**src/rtl/core/ptoa_pkg.sv**
```systemverilog
`default_nettype none

package ptoa_pkg;

    // Command codes of an input request.
    localparam logic [1:0] CMD_TICK = 2'd0;
    localparam logic [1:0] CMD_ARM  = 2'd1;
    localparam logic [1:0] CMD_READ = 2'd2;

    // Configuration register indexes.
    localparam logic [1:0] CFG_RELOAD = 2'd0;
    localparam logic [1:0] CFG_PERIOD = 2'd1;

    // Reset values of the configuration registers.
    localparam logic [15:0] RELOAD_RESET = 16'd100;
    localparam logic [19:0] PERIOD_RESET = 20'd10000;

    // Step counts of the shared divide and multiply unit.
    localparam int DIV_STEPS = 32;
    localparam int MUL_STEPS = 20;

    // Alarm mode relative to the current period.
    typedef enum logic [1:0] {
        MODE_OFF    = 2'd0,
        MODE_WITHIN = 2'd1,
        MODE_EXACT  = 2'd2,
        MODE_BEYOND = 2'd3
    } t_mode;

    // One input request.
    typedef struct packed {
        logic [1:0]  command;
        logic [31:0] delay_us;
        logic [19:0] fine_offset_us;
    } t_req;

    // One result.
    typedef struct packed {
        logic [31:0] elapsed_us;
        logic        clock_event;
        logic        period_event;
    } t_rsp;

endpackage

`default_nettype wire

```
**src/rtl/core/periodic_tick_with_oneshot_alarm.sv**
```systemverilog
// Tick: the result is held in r_res and moves to the output register once that is free.
// Arm: 32 divide steps in the serial divider, then the ADJ and CLS states.
// Read: the RADJ and RSUB states, then 20 multiply steps in the serial multiplier.
// One request at a time; the next is taken in the cycle after the result is registered,
// so no new request is taken while the last one is still being worked on.
// Synchronous active-low reset: reload 100 ticks, period 10000 us, alarm off.
`default_nettype none

module periodic_tick_with_oneshot_alarm (
    input  wire logic            i_clk,
    input  wire logic            i_rst_n,
    input  wire logic            i_in_valid,
    output logic                 o_in_stall,
    input  wire ptoa_pkg::t_req  i_in_req,
    output logic                 o_out_valid,
    input  wire logic            i_out_stall,
    output ptoa_pkg::t_rsp       o_out_rsp,
    input  wire logic            i_cfg_valid,
    output logic                 o_cfg_ready,
    input  wire logic [1:0]      i_cfg_index,
    input  wire logic [19:0]     i_cfg_data
);

    typedef enum logic [2:0] {
        S_IDLE,
        S_DIV,
        S_ADJ,
        S_CLS,
        S_RADJ,
        S_RSUB,
        S_MUL,
        S_DONE
    } t_state;

    localparam int CNT_W = $clog2(ptoa_pkg::DIV_STEPS);

    t_state          r_state;
    ptoa_pkg::t_mode r_mode;
    logic [15:0]     r_reload;
    logic [19:0]     r_period;
    logic [31:0]     r_cd;
    logic [31:0]     r_rem;
    logic [31:0]     r_quo;
    logic [19:0]     r_drem;
    logic [31:0]     r_acc;
    logic [31:0]     r_mcand;
    logic [19:0]     r_mplier;
    logic [CNT_W-1:0] r_cnt;
    ptoa_pkg::t_rsp  r_res;
    logic            r_out_valid;
    ptoa_pkg::t_rsp  r_out;

    logic [31:0] alu_a;
    logic [31:0] alu_b;
    logic        alu_cin;
    logic [32:0] alu_sum;
    logic        in_take;
    logic        out_free;
    logic [31:0] reload_ext;
    logic        tick_due;
    logic        ev_clock;
    logic        ev_period;

    assign in_take     = i_in_valid && (r_state == S_IDLE);
    assign out_free    = !r_out_valid || !i_out_stall;
    assign reload_ext  = {16'd0, r_reload};
    assign o_in_stall  = (r_state != S_IDLE);
    assign o_out_valid = r_out_valid;
    assign o_out_rsp   = r_out;
    assign o_cfg_ready = 1'b1;

    // Events that a tick raises when the countdown expires.
    assign tick_due  = (r_cd <= 32'd1);
    assign ev_clock  = tick_due && ((r_mode == ptoa_pkg::MODE_WITHIN) ||
                                    (r_mode == ptoa_pkg::MODE_EXACT));
    assign ev_period = tick_due && (r_mode != ptoa_pkg::MODE_WITHIN);

    // Shared adder: trial subtract while dividing, accumulate while multiplying.
    always_comb begin
        case (r_state)
            S_DIV: begin
                alu_a   = {11'd0, r_drem, r_quo[31]};
                alu_b   = ~{12'd0, r_period};
                alu_cin = 1'b1;
            end
            S_MUL: begin
                alu_a   = r_acc;
                alu_b   = r_mplier[0] ? r_mcand : 32'd0;
                alu_cin = 1'b0;
            end
            default: begin
                alu_a   = 32'd0;
                alu_b   = 32'd0;
                alu_cin = 1'b0;
            end
        endcase
        alu_sum = {1'b0, alu_a} + {1'b0, alu_b} + {32'd0, alu_cin};
    end

    // Sequencer, alarm state and output register.
    always_ff @(posedge i_clk) begin
        if (!i_rst_n) begin
            r_state     <= S_IDLE;
            r_mode      <= ptoa_pkg::MODE_OFF;
            r_reload    <= ptoa_pkg::RELOAD_RESET;
            r_period    <= ptoa_pkg::PERIOD_RESET;
            r_cd        <= {16'd0, ptoa_pkg::RELOAD_RESET};
            r_rem       <= 32'd0;
            r_out_valid <= 1'b0;
        end else begin
            // The user must send configuration writes only while the block is idle; the block does not enforce this.
            if (i_cfg_valid) begin
                case (i_cfg_index)
                    ptoa_pkg::CFG_RELOAD: r_reload <= i_cfg_data[15:0];
                    ptoa_pkg::CFG_PERIOD: r_period <= i_cfg_data;
                    default: ;
                endcase
            end

            // The output register loads a finished result and empties when it is taken.
            if ((r_state == S_DONE) && out_free) begin
                r_out       <= r_res;
                r_out_valid <= 1'b1;
            end else if (r_out_valid && !i_out_stall) begin
                r_out_valid <= 1'b0;
            end

            case (r_state)
                S_IDLE: begin
                    if (in_take) begin
                        case (i_in_req.command)
                            ptoa_pkg::CMD_TICK: begin
                                r_res   <= {32'd0, ev_clock, ev_period};
                                r_state <= S_DONE;
                                if (r_cd > 32'd1) begin
                                    r_cd <= r_cd - 32'd1;
                                end else begin
                                    // Expiry: act on the alarm mode.
                                    case (r_mode)
                                        ptoa_pkg::MODE_WITHIN: begin
                                            r_cd   <= r_rem;
                                            r_mode <= ptoa_pkg::MODE_OFF;
                                        end
                                        ptoa_pkg::MODE_EXACT: begin
                                            r_cd   <= reload_ext;
                                            r_mode <= ptoa_pkg::MODE_OFF;
                                        end
                                        ptoa_pkg::MODE_BEYOND: begin
                                            if (r_rem < reload_ext) begin
                                                r_cd   <= r_rem;
                                                r_rem  <= reload_ext - r_rem;
                                                r_mode <= ptoa_pkg::MODE_WITHIN;
                                            end else if (r_rem == reload_ext) begin
                                                r_cd   <= reload_ext;
                                                r_mode <= ptoa_pkg::MODE_EXACT;
                                            end else begin
                                                r_cd  <= reload_ext;
                                                r_rem <= r_rem - reload_ext;
                                            end
                                        end
                                        default: begin
                                            r_cd <= reload_ext;
                                        end
                                    endcase
                                end
                            end
                            ptoa_pkg::CMD_ARM: begin
                                r_res   <= '0;
                                r_quo   <= i_in_req.delay_us;
                                r_drem  <= 20'd0;
                                r_cnt   <= CNT_W'(ptoa_pkg::DIV_STEPS - 1);
                                r_state <= S_DIV;
                            end
                            ptoa_pkg::CMD_READ: begin
                                r_res   <= '0;
                                r_acc   <= {12'd0, i_in_req.fine_offset_us};
                                r_state <= S_RADJ;
                            end
                            default: begin
                                r_res   <= '0;
                                r_state <= S_DONE;
                            end
                        endcase
                    end
                end

                // One restoring divide step per cycle, quotient shifts in from the right.
                S_DIV: begin
                    if (alu_sum[32]) begin
                        r_drem <= alu_sum[19:0];
                    end else begin
                        r_drem <= {r_drem[18:0], r_quo[31]};
                    end
                    r_quo <= {r_quo[30:0], alu_sum[32]};
                    if (r_cnt == '0) begin
                        r_state <= S_ADJ;
                    end else begin
                        r_cnt <= r_cnt - CNT_W'(1);
                    end
                end

                // Fold a pending remainder back in and form the saturated tick count.
                S_ADJ: begin
                    if (r_mode == ptoa_pkg::MODE_WITHIN) begin
                        r_cd <= r_cd + r_rem;
                    end
                    if (r_quo != 32'hFFFF_FFFF) begin
                        r_quo <= r_quo + 32'd1;
                    end
                    r_state <= S_CLS;
                end

                // Classify the alarm against the ticks left in this period.
                S_CLS: begin
                    if (r_quo < r_cd) begin
                        r_rem  <= r_cd - r_quo;
                        r_cd   <= r_quo;
                        r_mode <= ptoa_pkg::MODE_WITHIN;
                    end else if (r_quo > r_cd) begin
                        r_rem  <= r_quo - r_cd;
                        r_mode <= ptoa_pkg::MODE_BEYOND;
                    end else begin
                        r_mode <= ptoa_pkg::MODE_EXACT;
                    end
                    r_state <= S_DONE;
                end

                // Ticks left to the period end, alarm split included.
                S_RADJ: begin
                    r_mcand <= (r_mode == ptoa_pkg::MODE_WITHIN) ? (r_cd + r_rem) : r_cd;
                    r_state <= S_RSUB;
                end

                S_RSUB: begin
                    r_mcand  <= reload_ext - r_mcand;
                    r_mplier <= r_period;
                    r_cnt    <= CNT_W'(ptoa_pkg::MUL_STEPS - 1);
                    r_state  <= S_MUL;
                end

                // One shift-add multiply step per cycle, modulo 2^32.
                S_MUL: begin
                    r_acc    <= alu_sum[31:0];
                    r_mcand  <= {r_mcand[30:0], 1'b0};
                    r_mplier <= {1'b0, r_mplier[19:1]};
                    if (r_cnt == '0) begin
                        r_res.elapsed_us <= alu_sum[31:0];
                        r_state <= S_DONE;
                    end else begin
                        r_cnt <= r_cnt - CNT_W'(1);
                    end
                end

                // Hand the result over once the output register is free.
                S_DONE: begin
                    if (out_free) begin
                        r_state <= S_IDLE;
                    end
                end

                default: begin
                    r_state <= S_IDLE;
                end
            endcase
        end
    end

endmodule

`default_nettype wire

```
**config.mk**
```make
export PLATFORM = sky130hd
export DESIGN_NAME = periodic_tick_with_oneshot_alarm
export DESIGN_NICKNAME = d
export VERILOG_FILES = /design/src/rtl/core/ptoa_pkg.sv /design/src/rtl/core/periodic_tick_with_oneshot_alarm.sv
export SDC_FILE = /design/constraint.sdc
export NUM_CORES = 1
export LEC_CHECK = 0
export BUFFER_PORTS_ARGS = -buffer_cell sky130_fd_sc_hd__buf_2
export CAP_MARGIN = 25
export CORE_UTILIZATION = 57
export DETAILED_ROUTE_END_ITERATION = 10
export MAX_ROUTING_LAYER = met4
export PLACE_DENSITY = 0.83
export SLEW_MARGIN = 20
export SYNTH_ARGS = -nofsm -noshare
export SYNTH_HDL_FRONTEND = slang
export SYNTH_SLANG_ARGS = --single-unit
```
**constraint.sdc**
```tcl
create_clock -name i_clk -period 4.6 [get_ports i_clk]
set_clock_uncertainty 0.2 [all_clocks]
set_input_delay 0.46 -clock i_clk [delete_from_list [all_inputs] [get_ports i_clk]]
set_output_delay 0.46 -clock i_clk [all_outputs]
set_load 0.05 [all_outputs]
```
## After elaboration in Yosys (flattened, before gate mapping)

Cells that the tools add are included.

| word-level totals | value |
|---|---|
| register bits after elaboration | 315 |
| input bits | 81 |
| word-level logic and storage cells | 167 |

| operators by class | value |
|---|---|
| $add $sub $neg | 11 |
| $lt $le $gt $ge | 5 |
| eq/ne operators | 32 |
| muxes and demuxes | 59 |
| bitwise operators | 1 |
| reductions and logical operators | 40 |

Operators by type and width:

| kind | count |
|---|---|
| 2-to-1 mux 32 bit | 21 |
| one-hot mux 32 bit (2 select lines) | 6 |
| one-hot mux 32 bit (3 select lines) | 3 |
| one-hot mux 20 bit (2 select lines) | 2 |
| subtractor 16 x 32 -> 32 bit | 2 |
| subtractor 32 bit | 2 |
| 2-to-1 mux 20 bit | 3 |
| 2-to-1 mux 34 bit | 1 |
| adder 32 x 32 -> 33 bit | 1 |
| adder 33 x 1 -> 33 bit | 1 |
| adder 32 x 1 -> 32 bit, second input constant | 1 |
| adder 32 bit | 1 |
| equality test 32 x 16 -> 1 bit | 1 |
| > comparator 32 x 1 -> 1 bit, second input constant | 1 |
| > comparator 32 bit | 1 |
| less-or-equal comparator 32 x 1 -> 1 bit, second input constant | 1 |
| less-than comparator 32 x 16 -> 1 bit | 1 |
| less-than comparator 32 bit | 1 |
| != test 32 bit, second input constant | 1 |
| inverter 20 -> 32 bit | 1 |
| subtractor 32 x 1 -> 32 bit, second input constant | 1 |
| subtractor 32 x 16 -> 32 bit | 1 |
| one-hot mux 3 bit (8 select lines) | 1 |
| AND reduction 4 bit | 5 |
| 32 further kinds | 88 |

## Longest topological paths before layout

| depth | value |
|---|---|
| depth after elaboration | 8 |
| depth in mapped cells | 23 |

## Least setup slack after synthesis

Ideal clock, no wire load.

| path | value |
|---|---|
| kind | reg2reg |
| from | reg r_state[2] |
| to | reg r_drem[0], data pin |
| data arrival time | 4.477 ns |
| required time | 4.134 ns |
| path slack | -0.343 ns |
| cell stages (with the launch flop) | 24 |
| buffers on the path | 4 |
| path through | dfxtp_1 clkbuf_1 nand2_1 nor2_1 and2_0 clkbuf_1 clkbuf_1 nand2_1 o21ai_0 fa_1 inv_1 fa_1 nor2b_1 o31a_1 o21ai_0 o31ai_1 o21ai_1 o21ai_0 and2_1 a41oi_1 o21ai_1 buf_2 mux2i_1 nor2_1 |

| between the ends | value |
|---|---|
| word-level cells in the longest chain between the ends | 6 |

Ends and longest elaborated chain:

| what | line | text |
|---|---|---|
| from (decl) | periodic_tick_with_oneshot_alarm.sv:37 | `t_state r_state;` |
| from (signal assigned) | periodic_tick_with_oneshot_alarm.sv:103 | `r_state <= S_IDLE;` |
| from (signal assigned) | periodic_tick_with_oneshot_alarm.sv:134 | `r_state <= S_DONE;` |
| from (signal assigned) | periodic_tick_with_oneshot_alarm.sv:172 | `r_state <= S_DIV;` |
| equality test 3 bit or equality test 3 x 1 -> 1 bit (tied branches) | periodic_tick_with_oneshot_alarm.sv:80, periodic_tick_with_oneshot_alarm.sv:128 |  |
| one-hot mux 32 bit (2 select lines) | periodic_tick_with_oneshot_alarm.sv:80 | `case (r_state)` |
| adder 32 x 32 -> 33 bit | periodic_tick_with_oneshot_alarm.sv:97 | `alu_sum = {1'b0, alu_a} + {1'b0, alu_b} + {32'd0, alu_cin};` |
| adder 33 x 1 -> 33 bit | periodic_tick_with_oneshot_alarm.sv:97 |  |
| 2-to-1 mux 20 bit | periodic_tick_with_oneshot_alarm.sv:189 | `if (alu_sum[32]) begin` |
| one-hot mux 20 bit (2 select lines) * | periodic_tick_with_oneshot_alarm.sv:128 | `case (r_state)` |
| to (signal assigned) | periodic_tick_with_oneshot_alarm.sv:190 | `r_drem <= alu_sum[19:0];` |
| to (signal assigned) | periodic_tick_with_oneshot_alarm.sv:192 | `r_drem <= {r_drem[18:0], r_quo[31]};` |
| to (decl) | periodic_tick_with_oneshot_alarm.sv:44 | `logic [19:0] r_drem;` |

Every way passes the cells marked *; elsewhere a longest branch is shown, timed or not.
A chain may end at the register's enable or synchronous reset.

## Final worst setup path

| path | value |
|---|---|
| from | reg r_reload[6] |
| to | reg r_rem[25] |

| between the ends | value |
|---|---|
| word-level cells in the longest chain between the ends | 8 |

Ends and longest elaborated chain:

| what | line | text |
|---|---|---|
| from (decl) | periodic_tick_with_oneshot_alarm.sv:39 | `logic [15:0] r_reload;` |
| from (signal assigned) | periodic_tick_with_oneshot_alarm.sv:105 | `r_reload <= ptoa_pkg::RELOAD_RESET;` |
| from (signal assigned) | periodic_tick_with_oneshot_alarm.sv:114 | `ptoa_pkg::CFG_RELOAD: r_reload <= i_cfg_data[15:0];` |
| subtractor 32 x 16 -> 32 bit | periodic_tick_with_oneshot_alarm.sv:158 | `r_rem <= r_rem - reload_ext;` |
| 2-to-1 mux 32 bit | periodic_tick_with_oneshot_alarm.sv:153 | `end else if (r_rem == reload_ext) begin` |
| 2-to-1 mux 32 bit | periodic_tick_with_oneshot_alarm.sv:149 | `if (r_rem < reload_ext) begin` |
| 2-to-1 mux 32 bit | periodic_tick_with_oneshot_alarm.sv:139 | `case (r_mode)` |
| 2-to-1 mux 32 bit | periodic_tick_with_oneshot_alarm.sv:135 | `if (r_cd > 32'd1) begin` |
| 2-to-1 mux 32 bit | periodic_tick_with_oneshot_alarm.sv:131 | `case (i_in_req.command)` |
| 2-to-1 mux 32 bit | periodic_tick_with_oneshot_alarm.sv:130 | `if (in_take) begin` |
| one-hot mux 32 bit (2 select lines) | periodic_tick_with_oneshot_alarm.sv:128 |  |
| to (signal assigned) | periodic_tick_with_oneshot_alarm.sv:151 | `r_rem <= reload_ext - r_rem;` |
| to (signal assigned) | periodic_tick_with_oneshot_alarm.sv:158 |  |
| to (signal assigned) | periodic_tick_with_oneshot_alarm.sv:216 | `r_rem <= r_cd - r_quo;` |
| to (decl) | periodic_tick_with_oneshot_alarm.sv:42 | `logic [31:0] r_rem;` |

Several ways; a longest one is shown, not always the timed one. The select of a mux whose other input is x is not followed.

==> out/summary.json <==
{
  "area_delta_synth_final": {"value": 15.9, "unit": "%"},
  "number_of_antenna_violations_at_the_first_check_in_global_routing": {"value": 3},
  "io_pins": {"value": 118},
  "post_synth_num_cell_types": {"value": 83},
  "route.antenna.remaining_nets": {"value": 0},
  "wire_length_of_the_first_global_routing_pass": {"value": 148000, "unit": "um"},
  "leakage_power_figure": {"value": 0.0123, "unit": "uW"},
  "routed-via-count": {"value": 26500},
  "layout.cell_area.non_filler": {"value": 29600, "unit": "um^2"},
  "syn_area_per_cell": {"value": 8.23, "unit": "um^2"},
  "timing.hold.worst.class": {"value": "in2reg"},
  "gp_routability_congestion": {"value": 1.12},
  "min_period": {"value": 4.47, "unit": "ns"},
  "timing.rr.start": {"value": "r_reload[6]"},
  "core.rowCount": {"value": 77},
  "final.fill_count": {"value": 3565},
  "setup_viol_count_final": {"value": 0},
  "synth-seq-area-share": {"value": 32.9, "unit": "%"},
  "reg2reg_slack": {"value": 0.13, "unit": "ns"},
  "final_hold_viol_count": {"value": 0},
  "die-area": {"value": 45600, "unit": "um^2"},
  "holdPathStages": {"value": 3},
  "relSlewSlack": {"value": 20.1, "unit": "%"},
  "critical_path.max_fanout": {"value": 8},
  "cp.arrival": {"value": 4.77, "unit": "ns"},
  "r2r-end": {"value": "r_rem[25]"},
  "core": {"value": 44200, "unit": "um^2"},
  "place_ws": {"value": 0.0918, "unit": "ns"},
  "yosys_register_bits": {"value": 315},
  "clock_sinks": {"value": 315},
  "tightestPinTransition": {"value": 1.19, "unit": "ns"},
  "pwr_density_cell": {"value": 731, "unit": "nW/um^2"},
  "total_overflow_reported_by_the_global_router": {"value": 0},
  "setup-tns-final": {"value": 0, "unit": "ns"},
  "ctsRootBufferMaster": {"value": "clkbuf_16"},
  "crit_type": {"value": "reg2reg"},
  "grt.met1_usage": {"value": 53.0, "unit": "%"},
  "port-buffer-count": {"value": 116},
  "placed_area": {"value": 27600, "unit": "um^2"},
  "worstSkewPairLatency": {"value": 0.59, "unit": "ns"},
  "detailed_place_hpwl": {"value": 74200, "unit": "um"},
  "netlist_area": {"value": 25500, "unit": "um^2"},
  "worstSetupStartpointType": {"value": "flip-flop"},
  "hold_slack": {"value": 0.000194, "unit": "ns"},
  "ctsLongestPathBuffers": {"value": 3},
  "worst_hold_startpoint": {"value": "i_in_req[45]"},
  "total_power": {"value": 21600, "unit": "uW"},
  "run_status": {"value": "finished clean"},
  "cts.clk_slew.worst_paths": {"value": 0.06, "unit": "ns"},
  "globalRouteTotalUtil": {"value": 44.5, "unit": "%"},
  "grt.met2_usage": {"value": 67.0, "unit": "%"},
  "yosys_most_used_dff": {"value": "edfxtp_1"},
  "routedWlPerCell": {"value": 25.3, "unit": "um"},
  "tritoncts": {"value": "yes"},
  "drc_violation_count_after_routing": {"value": 0},
  "layout_setup_ws": {"value": 0.126, "unit": "ns"},
  "grtUsageMet3": {"value": 10.2, "unit": "%"},
  "drt_pre_antenna_iters": {"value": 8},
  "first_global_vias": {"value": 25300},
  "starting_utilization_of_the_core_area": {"value": 57.7, "unit": "%"},
  "die_h": {"value": 214, "unit": "um"},
  "synthesis_warning_total": {"value": 0},
  "synthesis.nets": {"value": 3373},
  "post_syn_instances": {"value": 3100},
  "synth_async_sr_flop_share": {"value": 0, "unit": "%"},
  "final_layout_size_suffix_gt1_share": {"value": 12.4, "unit": "%"},
  "die_w": {"value": 214, "unit": "um"},
  "largest_net_degree_at_the_start_of_global_routing": {"value": 61},
  "maxCapViolCount": {"value": 0},
  "most-common-layout-cells": {"value": "357 x nand2_1, 274 x a21oi_1, 250 x o21ai_0"},
  "cts_buffers": {"value": 37},
  "ff2ff_path_depth": {"value": 13},
  "global_route.peak_usage_layer": {"value": "met2"},
  "synth-edff-count": {"value": 209},
  "slew_violations": {"value": 0},
  "fmax": {"value": 224, "unit": "MHz"},
  "drt_first_iter_violations": {"value": 3157},
  "vdd.ir_drop.worst": {"value": 0.628, "unit": "mV"},
  "num-nets-final": {"value": 3582},
  "endpoint_kind": {"value": "flip-flop"},
  "wl": {"value": 99700, "unit": "um"},
  "finalCritPeriodShare": {"value": 97.3, "unit": "%"},
  "cts_max_level": {"value": 2},
  "timing.hold.worst_endpoint": {"value": "r_quo[25]"},
  "layout_commonest_cell": {"value": "nand2_1"},
  "route.detailed.vias_per_inst": {"value": 6.74},
  "worst-endpoint-required": {"value": 4.90, "unit": "ns"}
}
[state kept, by name, indices dropped and copies added (netlist names), 3 cells and up]
| register | flops |
|---|---|
| r_state | 3 |
| r_rem | 32 |
| r_quo | 32 |
| r_res | 34 |
| r_period | 20 |
| r_cnt | 5 |
| r_reload | 16 |
| r_mplier | 20 |
| r_acc | 32 |
| r_mcand | 32 |
| r_drem | 20 |
| r_cd | 32 |
| o_out_rsp | 34 |
[metal layers]
metal / routed length, um / vias up / part of all wire [%]
met1: 37600 / 12500 / 38
met4: 7630 / 0 / 7.6
met2: 43800 / 1744 / 44
met3: 10700 / 452 / 11
met5: 0 / - / 0
li1: - / 11800 / -
[how the worst max path moves through the flow]
stage	startpoint	end	cells past startpoint	slack, ns
final	r_reload[6]	r_rem[25]	13	0.13
after global routing	r_state[2]	r_drem[19]	21	-0.02
after CTS	r_state[2]	r_quo[0]	19	0.04
after detailed placement	r_state[2]	r_quo[0]	19	0.09
after global placement	r_state[2]	r_quo[0]	19	0.23
after floorplan	r_state[2]	r_drem[0]	23	0.02
[final cells by class]
type / instances / area (um^2) / area share [%]
clock buffer: 46 / 1000 / 3.39
timing repair buffer: 359 / 2640 / 8.94
antenna: 6 / 15.0 / 0.0508
multi-input combinational: 2425 / 15900 / 53.7
sequential: 315 / 8400 / 28.4
inverter: 171 / 642 / 2.17
tap: 592 / 741 / 2.50
clock inverter: 22 / 264 / 0.893
[cell usage after synthesis (79+ instances only)]
master / number / share of area [%]
ha_1: 184 / 9.0
nand2_1: 359 / 5.3
a21oi_1: 277 / 5.4
a21o_1: 112 / 3.3
clkbuf_1: 151 / 2.2
edfxtp_1: 209 / 25
nand3_1: 79 / 1.5
nor2_1: 218 / 3.2
inv_1: 170 / 2.5
xnor2_1: 122 / 4.2
o21ai_0: 255 / 5.0
dfxtp_1: 106 / 8.3
[critical path, stage by stage, from the launching register on]
cell	delay (ns)
dfxtp_1	0.56
inv_1	0.23
ha_1	0.48
nand2_1	0.12
nor4_1	0.41
o21ai_0	0.28
buf_4	0.21
nand2_1	0.25
o2111ai_1	0.46
or3_1	0.46
a21oi_1	0.22
nor4b_1	0.33
a31oi_1	0.09
o31ai_1	0.08
[cell families after synthesis]
family                   synth area share [%]
multiplexers                             2.53
buffers and inverters                    5.47
adder cells (fa/ha/maj)                  9.65
XOR/XNOR                                 5.90
flip-flops                               32.9
AO/OA/AOI/OAI                            26.6
AND/OR/NAND/NOR                          16.9
other                                  0.0147
[power breakdown]
group          leakage, uW  internal (uW)  switching [uW]
sequential         0.00279           3730             569
combinational      0.00890           5190            8950
clock             0.000618           1850            1340
total               0.0123          10800           10900
[metrics by stage]
step / cells / util [%]
floorplan: 3100 / -
global placement: 3799 / 62.5
detailed placement: 3799 / 62.5
CTS: 3925 / 66.6
global route: 3933 / 66.9
finish: 3936 / 66.9
[timing repair]
action | 4_1_cts | 5_1_grt
endpoints found under the setup margin | 0 | 31
resized for setup | 0 | 14
hold buffers | 58 | 0
buffers inserted | 0 | 3
endpoints found under the hold margin | 74 | 0
No activity file was read; power rests on OpenSTA's default activity.
